### config.mk
export PLATFORM = sky130hd
export DESIGN_NAME = manifest_varint_record_decoder
export DESIGN_NICKNAME = d
export VERILOG_FILES = /design/src/hw/rtl/mvrd_pkg.sv /design/src/hw/rtl/manifest_varint_record_decoder.sv
export SDC_FILE = /design/constraint.sdc
export NUM_CORES = 1
export LEC_CHECK = 0
export BUFFER_PORTS_ARGS = -buffer_cell sky130_fd_sc_hd__buf_2
export CORE_MARGIN = 4
export CORE_UTILIZATION = 57
export CTS_BUF_LIST = sky130_fd_sc_hd__clkbuf_4
export DETAILED_ROUTE_END_ITERATION = 16
export PLACE_DENSITY = 0.8
export SLEW_MARGIN = 20
export SYNTH_ARGS = -nofsm -noshare
export SYNTH_HDL_FRONTEND = slang
export SYNTH_SLANG_ARGS = --single-unit
export TNS_END_PERCENT = 30
### constraint.sdc
create_clock -name clk -period 6.6 [get_ports clk]
set_input_delay 0.33 -clock clk [delete_from_list [all_inputs] [get_ports clk]]
set_output_delay 0.33 -clock clk [all_outputs]
set_load 0.02 [all_outputs]
### src/hw/rtl/mvrd_pkg.sv
package mvrd_pkg;

  typedef enum logic [1:0] {
    KIND_NODE    = 2'd0,
    KIND_CONTRIB = 2'd1,
    KIND_OK      = 2'd2,
    KIND_ERROR   = 2'd3
  } kind_t;

  typedef enum logic [2:0] {
    ERR_NONE       = 3'd0,
    ERR_TRUNCATED  = 3'd1,
    ERR_OVERLONG   = 3'd2,
    ERR_ID_RANGE   = 3'd3,
    ERR_PARENT     = 3'd4,
    ERR_TRAILING   = 3'd5,
    ERR_SHORT_HASH = 3'd6
  } err_t;

  typedef enum logic {
    OP_BYTE = 1'b0,
    OP_END  = 1'b1
  } opcode_t;

  localparam logic CFG_NODE_TOTAL    = 1'b0;
  localparam logic CFG_CONTRIB_TOTAL = 1'b1;

  localparam logic [7:0] VARINT_PAYLOAD_MASK = 8'h7f;
  localparam logic [3:0] VARINT_LAST_INDEX   = 4'd9;
  localparam logic [2:0] HASH_LAST_INDEX     = 3'd7;

endpackage

### src/hw/rtl/manifest_varint_record_decoder.sv
// channel  | handshake             | payload
// ---------+-----------------------+-----------------------------------------------
// in       | in_valid / in_ready   | in_opcode, in_data_byte
// out      | out_valid / out_ready | out_kind, out_file_id, out_parent_index,
//          |                       | out_line_number, out_row_hash, out_error_code
// cfg      | cfg_we (no wait)      | cfg_index, cfg_wdata
//
// One word per cycle while in_ready is high: each word updates the decode state in the cycle
// it is taken, and a result shows on out_ valid in the next cycle from the output register.
// in_ready is low only while a result sits in the output register and out_ready is low.
// rst_n is synchronous, active low; it clears the decode state and both totals.
module manifest_varint_record_decoder #(
  parameter int ID_WIDTH = 32
) (
  input  logic        clk,
  input  logic        rst_n,
  input  logic        in_valid,
  output logic        in_ready,
  input  logic        in_opcode,
  input  logic [7:0]  in_data_byte,
  output logic        out_valid,
  input  logic        out_ready,
  output logic [1:0]  out_kind,
  output logic [31:0] out_file_id,
  output logic [31:0] out_parent_index,
  output logic [31:0] out_line_number,
  output logic [63:0] out_row_hash,
  output logic [2:0]  out_error_code,
  input  logic        cfg_we,
  input  logic        cfg_index,
  input  logic [31:0] cfg_wdata
);

  localparam logic [63:0] ID_LIMIT =
    (ID_WIDTH >= 64) ? {64{1'b1}} : ((64'd1 << ID_WIDTH) - 64'd1);

  logic [31:0]     node_total_r, contrib_total_r;
  logic            second_r, second_nxt;
  logic [1:0]      field_pos_r, field_pos_nxt;
  logic [63:0]     vacc_r, vacc_nxt;
  logic [3:0]      vidx_r, vidx_nxt;
  logic [31:0]     rec_done_r, rec_done_nxt;
  logic [31:0]     held_id_r, held_id_nxt;
  logic            held_id_big_r, held_id_big_nxt;
  logic [31:0]     held_parent_r, held_parent_nxt;
  logic            held_parent_bad_r, held_parent_bad_nxt;
  logic [2:0]      hidx_r, hidx_nxt;
  logic [63:0]     hacc_r, hacc_nxt;
  mvrd_pkg::err_t  sticky_r, sticky_nxt;

  logic            out_valid_r;
  mvrd_pkg::kind_t out_kind_r, res_kind;
  logic [31:0]     out_file_id_r, res_file_id;
  logic [31:0]     out_parent_r, res_parent;
  logic [31:0]     out_line_r, res_line;
  logic [63:0]     out_hash_r, res_hash;
  mvrd_pkg::err_t  out_err_r, res_err;
  logic            res_emit;

  logic            accept;
  logic [31:0]     total;
  logic [63:0]     vshift, vval, hval;
  logic [6:0]      vshamt;

  assign in_ready = !out_valid_r || out_ready;
  assign accept   = in_valid && in_ready;
  assign total    = second_r ? contrib_total_r : node_total_r;
  assign vshamt   = 7'(vidx_r) * 7'd7;
  assign vshift   = {56'd0, in_data_byte & mvrd_pkg::VARINT_PAYLOAD_MASK} << vshamt;
  assign vval     = vacc_r | vshift;
  assign hval     = hacc_r | ({56'd0, in_data_byte} << {hidx_r, 3'b000});

  always_comb begin
    second_nxt          = second_r;
    field_pos_nxt       = field_pos_r;
    vacc_nxt            = vacc_r;
    vidx_nxt            = vidx_r;
    rec_done_nxt        = rec_done_r;
    held_id_nxt         = held_id_r;
    held_id_big_nxt     = held_id_big_r;
    held_parent_nxt     = held_parent_r;
    held_parent_bad_nxt = held_parent_bad_r;
    hidx_nxt            = hidx_r;
    hacc_nxt            = hacc_r;
    sticky_nxt          = sticky_r;
    res_emit            = 1'b0;
    res_kind            = mvrd_pkg::KIND_ERROR;
    res_file_id         = '0;
    res_parent          = '0;
    res_line            = '0;
    res_hash            = '0;
    res_err             = mvrd_pkg::ERR_NONE;

    if (accept) begin
      if (in_opcode == mvrd_pkg::OP_END) begin
        res_emit = 1'b1;
        if (sticky_r != mvrd_pkg::ERR_NONE) begin
          res_err = sticky_r;
        end else if (second_r && field_pos_r == 2'd1) begin
          res_err = mvrd_pkg::ERR_SHORT_HASH;
        end else if (field_pos_r != 2'd0 || vidx_r != 4'd0 || rec_done_r < total) begin
          res_err = mvrd_pkg::ERR_TRUNCATED;
        end else begin
          res_kind            = mvrd_pkg::KIND_OK;
          second_nxt          = 1'b1;
          rec_done_nxt        = '0;
          field_pos_nxt       = '0;
          vacc_nxt            = '0;
          vidx_nxt            = '0;
          held_id_nxt         = '0;
          held_id_big_nxt     = 1'b0;
          held_parent_nxt     = '0;
          held_parent_bad_nxt = 1'b0;
          hidx_nxt            = '0;
          hacc_nxt            = '0;
        end
      end else if (sticky_r == mvrd_pkg::ERR_NONE) begin
        if (rec_done_r >= total) begin
          res_emit = 1'b1;
          res_err  = mvrd_pkg::ERR_TRAILING;
        end else if (second_r && field_pos_r == 2'd1) begin
          if (hidx_r == mvrd_pkg::HASH_LAST_INDEX) begin
            res_emit      = 1'b1;
            res_kind      = mvrd_pkg::KIND_CONTRIB;
            res_file_id   = held_id_r;
            res_hash      = hval;
            rec_done_nxt  = rec_done_r + 32'd1;
            field_pos_nxt = '0;
            vacc_nxt      = '0;
            vidx_nxt      = '0;
            held_id_nxt   = '0;
            hidx_nxt      = '0;
            hacc_nxt      = '0;
          end else begin
            hidx_nxt = hidx_r + 3'd1;
            hacc_nxt = hval;
          end
        end else if (vidx_r >= mvrd_pkg::VARINT_LAST_INDEX && in_data_byte > 8'd1) begin
          res_emit = 1'b1;
          res_err  = mvrd_pkg::ERR_OVERLONG;
        end else if (in_data_byte[7]) begin
          vacc_nxt = vval;
          vidx_nxt = vidx_r + 4'd1;
        end else begin
          vacc_nxt = '0;
          vidx_nxt = '0;
          if (second_r) begin
            if (vval > ID_LIMIT) begin
              res_emit = 1'b1;
              res_err  = mvrd_pkg::ERR_ID_RANGE;
            end else begin
              held_id_nxt   = vval[31:0];
              field_pos_nxt = 2'd1;
              hidx_nxt      = '0;
              hacc_nxt      = '0;
            end
          end else if (field_pos_r == 2'd0) begin
            held_id_nxt     = vval[31:0];
            held_id_big_nxt = vval > ID_LIMIT;
            field_pos_nxt   = 2'd1;
          end else if (field_pos_r == 2'd1) begin
            held_parent_nxt     = vval[31:0];
            held_parent_bad_nxt = vval > {32'd0, node_total_r};
            field_pos_nxt       = 2'd2;
          end else if (held_id_big_r || vval[63:32] != 32'd0) begin
            res_emit = 1'b1;
            res_err  = mvrd_pkg::ERR_ID_RANGE;
          end else if (held_parent_bad_r) begin
            res_emit = 1'b1;
            res_err  = mvrd_pkg::ERR_PARENT;
          end else begin
            res_emit            = 1'b1;
            res_kind            = mvrd_pkg::KIND_NODE;
            res_file_id         = held_id_r;
            res_parent          = held_parent_r - 32'd1;
            res_line            = vval[31:0];
            rec_done_nxt        = rec_done_r + 32'd1;
            field_pos_nxt       = '0;
            held_id_nxt         = '0;
            held_id_big_nxt     = 1'b0;
            held_parent_nxt     = '0;
            held_parent_bad_nxt = 1'b0;
            hidx_nxt            = '0;
            hacc_nxt            = '0;
          end
        end
      end
      if (res_emit && res_kind == mvrd_pkg::KIND_ERROR) begin
        sticky_nxt = res_err;
      end
    end
  end

  always_ff @(posedge clk) begin
    if (!rst_n) begin
      node_total_r      <= '0;
      contrib_total_r   <= '0;
      second_r          <= 1'b0;
      field_pos_r       <= '0;
      vacc_r            <= '0;
      vidx_r            <= '0;
      rec_done_r        <= '0;
      held_id_r         <= '0;
      held_id_big_r     <= 1'b0;
      held_parent_r     <= '0;
      held_parent_bad_r <= 1'b0;
      hidx_r            <= '0;
      hacc_r            <= '0;
      sticky_r          <= mvrd_pkg::ERR_NONE;
      out_valid_r       <= 1'b0;
    end else begin
      if (cfg_we) begin
        if (cfg_index == mvrd_pkg::CFG_NODE_TOTAL) begin
          node_total_r <= cfg_wdata;
        end else begin
          contrib_total_r <= cfg_wdata;
        end
      end
      second_r          <= second_nxt;
      field_pos_r       <= field_pos_nxt;
      vacc_r            <= vacc_nxt;
      vidx_r            <= vidx_nxt;
      rec_done_r        <= rec_done_nxt;
      held_id_r         <= held_id_nxt;
      held_id_big_r     <= held_id_big_nxt;
      held_parent_r     <= held_parent_nxt;
      held_parent_bad_r <= held_parent_bad_nxt;
      hidx_r            <= hidx_nxt;
      hacc_r            <= hacc_nxt;
      sticky_r          <= sticky_nxt;
      if (res_emit) begin
        out_valid_r <= 1'b1;
      end else if (out_ready) begin
        out_valid_r <= 1'b0;
      end
    end
  end

  // result payload, loaded only with a new result
  always_ff @(posedge clk) begin
    if (res_emit) begin
      out_kind_r    <= res_kind;
      out_file_id_r <= res_file_id;
      out_parent_r  <= res_parent;
      out_line_r    <= res_line;
      out_hash_r    <= res_hash;
      out_err_r     <= res_err;
    end
  end

  assign out_valid        = out_valid_r;
  assign out_kind         = out_kind_r;
  assign out_file_id      = out_file_id_r;
  assign out_parent_index = out_parent_r;
  assign out_line_number  = out_line_r;
  assign out_row_hash     = out_hash_r;
  assign out_error_code   = out_err_r;

endmodule

==> results of run 1 <==
## final timing paths
check	from	end	slack, ps
max reg2reg	second_r	held_id_r[26]	1790
max	second_r	held_id_r[26]	1790
min reg2reg	held_id_r[31]	held_id_r[31]	460
min	cfg_index	node_total_r[28]	100
## registers in the layout (all words and copies together), names as in the netlist
register           count
held_id_big_r          1
rec_done_r            32
out_kind               2
hidx_r                 3
out_file_id           32
out_parent_index      32
out_line_number       32
out_error_code         3
second_r               1
sticky_r               3
held_parent_bad_r      1
node_total_r          32
vacc_r                64
field_pos_r            2
out_row_hash          64
held_id_r             32
out_valid              1
hacc_r                64
vidx_r                 4
contrib_total_r       32
held_parent_r         32
## logic make-up (layout without fill, tap and decap cells)
| group | Yosys count | after routing | synth area share |
|---|---|---|---|
| AOI/OAI and AO/OA | 498 | 498 | 0.153 |
| xor gates and xnor gates | 29 | 29 | 0.0121 |
| adders and majority gates | 72 | 72 | 0.0430 |
| buffers and inverters | 224 | 545 | 0.0424 |
| DFF | 469 | 469 | 0.527 |
| muxes | 71 | 71 | 0.0340 |
| other | 0 | 1 | 0 |
| and+or+nand+nor | 864 | 864 | 0.189 |
## synthesized netlist by cell type (all sizes together), types with 4 or more instances
master	n
nor2b	39
o21a	4
nand3	57
and3	19
clkbuf	123
nor3b	6
edfxtp	165
o211ai	20
inv	52
a31oi	65
o41ai	4
mux2i	70
xor2	9
nor2	274
a31o	5
and2	39
o21ai	69
a21o	38
dfxtp	304
nand4	25
nand2b	10
a41oi	69
nor3	29
nor4	16
or4	16
xnor2	20
a221oi	4
a211oi	4
a21oi	187
or2	6
nand2	297
ha	72
buf	49
or3	19
## worst max-delay path, stage by stage (launching register included)
cell and delay (ps):
dfxtp_2 730, buf_4 490, mux2i_1 150, ha_1 340
nand4_1 170, nor4_1 450, nand2_1 160, a31o_2 270
a21oi_1 340, o211a_2 260, buf_4 610, o211ai_4 130
buf_4 320, mux2i_1 190
## timing repair
| item | CTS | global route |
|---|---|---|
| resized for setup | 0 | 0 |
| endpoints found under the hold margin | 68 | 0 |
| hold buffers | 34 | 0 |
## metal layers
metal | up-vias | track usage
met5 | - | 0
met4 | 2 | 0.107
met3 | 127 | 0.0555
met2 | 801 | 0.433
met1 | 8504 | 0.385
li1 | 8480 | -
## power breakdown
| part | switching, mW | internal, mW | total, mW |
|---|---|---|---|
| Sequential | 0.0530 | 3.10 | 3.15 |
| Combinational | 0.488 | 0.201 | 0.689 |
| Clock | 1.15 | 1.33 | 2.49 |
| Total | 1.69 | 4.63 | 6.33 |
## final cells by class
type / instances / area [um^2]
antenna: 1 / 2.50
clock buffer: 190 / 1430
clock inverter: 26 / 131
fill: 2783 / 11800
inverter: 52 / 195
multi-input combinational: 1534 / 9090
sequential: 469 / 11000
tap: 461 / 577
timing repair buffer: 277 / 1660
==> impl_results.md, run 1 <==
* YS warnings at 0
* Total GRT Usage at 0.278
* Worst setup slack after layout at roughly 1800 ps
* Largest net degree at the start of global routing at 80
* Number of flops mapped to enable cells by yosys at about 170
* Critical path capture point type: register
* Met2 wire len at roughly 26,000 um
* Fin area at 24,100 um^2
* Top-area cell type share of the netlist area at 0.291
* Post-DP HPWL at ~37,000 um
* Top FF cell, synth: dfxtp_1
* Placer Congestion at just over 0.9
* Initial Util at 0.583
* Drt drc at 0
* Vias at between 15,000 and 20,000
* Die W at ~200 um
* Share of layout cells above drive strength 1 at 0.187
* First-pass DRT Iterations at 7
* Longest Clk Path Bufs at 3
* Top-level port count at between 200 and 250
* Setup violations, final at 0
* Maximum fanout along the worst path at 70
* Synth cell types at between 70 and 80
* Fin. Hold Viols at 0
* Tmin final at slightly below 5000 ps
* Clk root buf: clkbuf_4
* Worst Hold Class: input port to register
* Critical path class: register to register
* Achievable Freq at between 200 and 250 MHz
* Ys async rst share at 0
* Syn_nets at 2,346
* Crit start category: register
* Core Area at about 36,000 um^2
* Synthesized instance count at roughly 2,200
* Die area at 39,900 um^2
* Synth Area per Inst at 9.40 um^2
* Die height at 200 um
* Initial antenna violation count at 2
* M1 WL at 24,100 um
* Placed Cells incl. Taps at roughly 2,800
* Synth top area cells: dfxtp_1 (29%), edfxtp_1 (24%), nand2_1 (5.3%), nor2_1 (4.9%), a21oi_1 (4.5%)
* #FFs+latches synth at approximately 470
* Routed WL at approximately 57,000 um
* DRT antenna net count at 0
* Max-Cap Viols at 0
* Most common cell after layout, fill and taps aside: dfxtp_1
* Clock Pin Slew Worst Setup and Hold Paths at 80 ps
* DR top layer: met5
* Most frequent cells in the layout: dfxtp_1 (303), nand2_1 (296), nor2_1 (273), buf_2 (213), clkbuf_4 (190)
* CTS Sinks at ~470
* Power, Total at between 6 and 7 mW
* Fin util at 0.672
* CTS tree: built
* Cells on worst reg2reg path at 13
* Row count at ~70
* Worst endpoint data arrival time at around 5500 ps
* Max VDD drop at approximately 230 uV
* Initial DRC Count at roughly 1,600
* Cell depth of the worst min-delay path at 5
* Drt via density at 5.95
* Final period util at 0.729
* Slew Viols, Final at 0
* Post-DR wirelength/cell at between 15 and 20 um
* CTS Buf Count at between 100 and 150
* Total global routing overflow at 0
* Final std cells w/o fill at roughly 3,000
* RSZ-0062 raised after global routing: false
* Synth-to-layout area growth at 15.2%
* Hold Slack at 104 ps
* WL met3 at 4850 um
* Pwr dens at 262 nW/um^2
* Static Leak at 9.60 nW
* Largest area contributor in the netlist: dfxtp_1
* Max_slew headroom at 0.254
* Status: completed
* Clk Latency, worst-skew pair at approximately 850 ps
* Synthesized area at roughly 21,000 um^2
* Post-CTS Setup Inserts at 0
* DP Worst Slack at 1820 ps
* Dpl cell area at roughly 22,000 um^2
* Post-Route Skew at a little under 90 ps
* Transition time of the tightest slew-check pin at 1110 ps
* Nets at around 2,600
* First-pass GRT wire length at 89,000 um
* Sequential area share after synthesis at 0.527
* Setup TNS at 0 ps
* Vias in the first global route at ~17,000
* Worst path required time at 7280 ps
* H-tree Lvls at 3
* Port buffer count at approximately 210
(Power assumes the default switching activity.)
==> run 2: changes to the inputs <==
==> constraint.sdc (replaced) <==
create_clock -name clk -period 5 [get_ports clk]
set_input_delay 0.25 -clock clk [delete_from_list [all_inputs] [get_ports clk]]
set_output_delay 0.25 -clock clk [all_outputs]
set_load 0.02 [all_outputs]
==> run 2 against run 1 <==
Via count grew 1.5%. Routed wire length increased by 1.2%. Largest cell class unchanged. Power rose by 34%. Largest power group unchanged. Maximum frequency up 7.7%.
==> impl_results.md, run 2 (synthesis gave the netlist of run 1 again) <==
* Met3 Use GR at 0.0588
* Vias in the first global route at 17,261
* Maximum fanout along the worst path at 44
* Placed Cells incl. Taps at between 2,000 and 3,000
* Final std cells w/o fill at 3,036
* Setup violations, final at 0
* Most frequent CP cell: buf_4
* Synth-to-layout area growth at 16.4%
* Die W at approximately 200 um
* Drt drc at 0
* Most common cell after layout, fill and taps aside: dfxtp_1
* Worst endpoint data arrival time at 5210 ps
* Fin. Hold Viols at 0
* Achievable Freq at 224 MHz
* CP cell instances: mux2i_1 -> ha_1 -> nand4_1 -> nor4_1 -> a221oi_1 -> and2_1 -> a21oi_1 -> o211a_2 -> buf_4 -> buf_4 -> a41oi_1 -> nor2_1
* Slew Viols, Final at 0
* Initial Util at 0.583
* Max_slew headroom at 0.295
* Nets at about 2,600
* Static Leak at approximately 10 nW
* RSZ-0062 raised after global routing: false
* Met2 Usage GRT at 0.446
* Post-DR wirelength/cell at ~19 um
* Die height at around 200 um
* Crit start category: register
* Final period util at 0.894
* Clk Latency, worst-skew pair at between 800 and 900 ps
* Worst Hold Class: input port to register
* Post-CTS sizing at 0
* Initial antenna violation count at 4
* Longest Clk Path Bufs at 3
* Share of layout cells above drive strength 1 at 0.186
* CTS Buf Count at between 100 and 150
* Port buffer count at ~210
* Placer Congestion at about 0.93
* Clock Pin Slew Worst Setup and Hold Paths at 70 ps
* Top-level port count at 214
* CTS tree: built
* Routed WL at approximately 58,000 um
* Worst path slowest cell: dfxtp_2
* Vias at roughly 18,000
* Pwr dens at 347 nW/um^2
* Worst path required time at between 5000 and 6000 ps
* Largest net degree at the start of global routing at 80
* Core Area at around 36,000 um^2
* Post-CTS Setup Inserts at 0
* Max VDD drop at 302 uV
* Status: completed
* H-tree Lvls at 3
* CTS Sinks at approximately 470
* Die area at about 40,000 um^2
* Post-Route Skew at approximately 60 ps
* CP max stage delay at 1020 ps
* Clk root buf: clkbuf_4
* Tmin final at roughly 4500 ps
* Critical path class: register to register
* Initial DRC Count at 1,781
* DRT antenna net count at 0
* Fillcell total at about 2,700
* Transition time of the tightest slew-check pin at approximately 1100 ps
* Most frequent cells in the layout: dfxtp_1 (303), nand2_1 (296), nor2_1 (273), buf_2 (213), clkbuf_4 (187)
* Drt via density at 5.99
* Post-DP HPWL at approximately 38,000 um
* Row count at 69
* First-pass DRT Iterations at 6
* Critical path capture point type: register
* Max-Cap Viols at 0
* Met1 global-route usage at 0.383
* Total global routing overflow at 0
* Most Used Layer, Global Route: met2
* Total GRT Usage at 0.282
* Setup TNS at 0 ps
* First-pass GRT wire length at roughly 90,000 um
* Hold Slack at approximately 71 ps
run 2: per-layer routing:
layer	routed length, um	share of wire
met5	0	0
met2	26700	0.46
met1	24200	0.42
met3	4850	0.084
met4	1980	0.034
run 2: worst max-delay path, delay by kind of cell (launching register included):
kind                       cells  cell delay, ps
DFF                            1            1020
AOI/OAI and AO/OA              4            1050
muxes                          1             250
buffers and inverters          2             780
adders and majority gates      1             330
and+or+nand+nor                4             920
run 2: worst paths after layout:
kind / startpoint / end / slack, ps / depth (start not counted)
hold / removal: in_data_byte[4] / vacc_r[4] / 70 / 4
setup reg to reg: second_r / hacc_r[30] / 530 / 12
hold reg to reg: contrib_total_r[28] / contrib_total_r[28] / 460 / 2
setup / recovery: second_r / hacc_r[30] / 530 / 12
run 2: repair_timing:
item	in CTS	in global routing
hold buffers	44	0
setup endpoints to repair	0	0
hold endpoints to repair	95	0
run 2: per-stage QoR:
| stage | total power, mW | setup slack (ps) | cell area (um^2) | util |
|---|---|---|---|---|
| after floorplan | 4.82 | 313 | 21000 | - |
| after global placement | 5.11 | 780 | 22300 | 0.621 |
| after detailed placement | 5.13 | 630 | 22300 | 0.621 |
| after CTS | 8.50 | 604 | 24300 | 0.678 |
| after global routing | 8.79 | 194 | 24400 | 0.678 |
| final | 8.45 | 531 | 24400 | 0.678 |
run 2: where the power goes:
group	total (mW)	switching, mW	internal [mW]
Sequential	4.16	0.0677	4.09
Combinational	0.937	0.654	0.283
Clock	3.35	1.52	1.84
Total	8.45	2.24	6.21
run 2: area by class of cell:
type	count	area, um^2	share of cell area
antenna	6	15.0	0.000616
inverter	52	195	0.00801
tap	461	577	0.0237
timing repair buffer	297	1860	0.0762
clock buffer	187	1400	0.0576
clock inverter	30	191	0.00786
multi-input combinational	1534	9090	0.373
sequential	469	11000	0.453
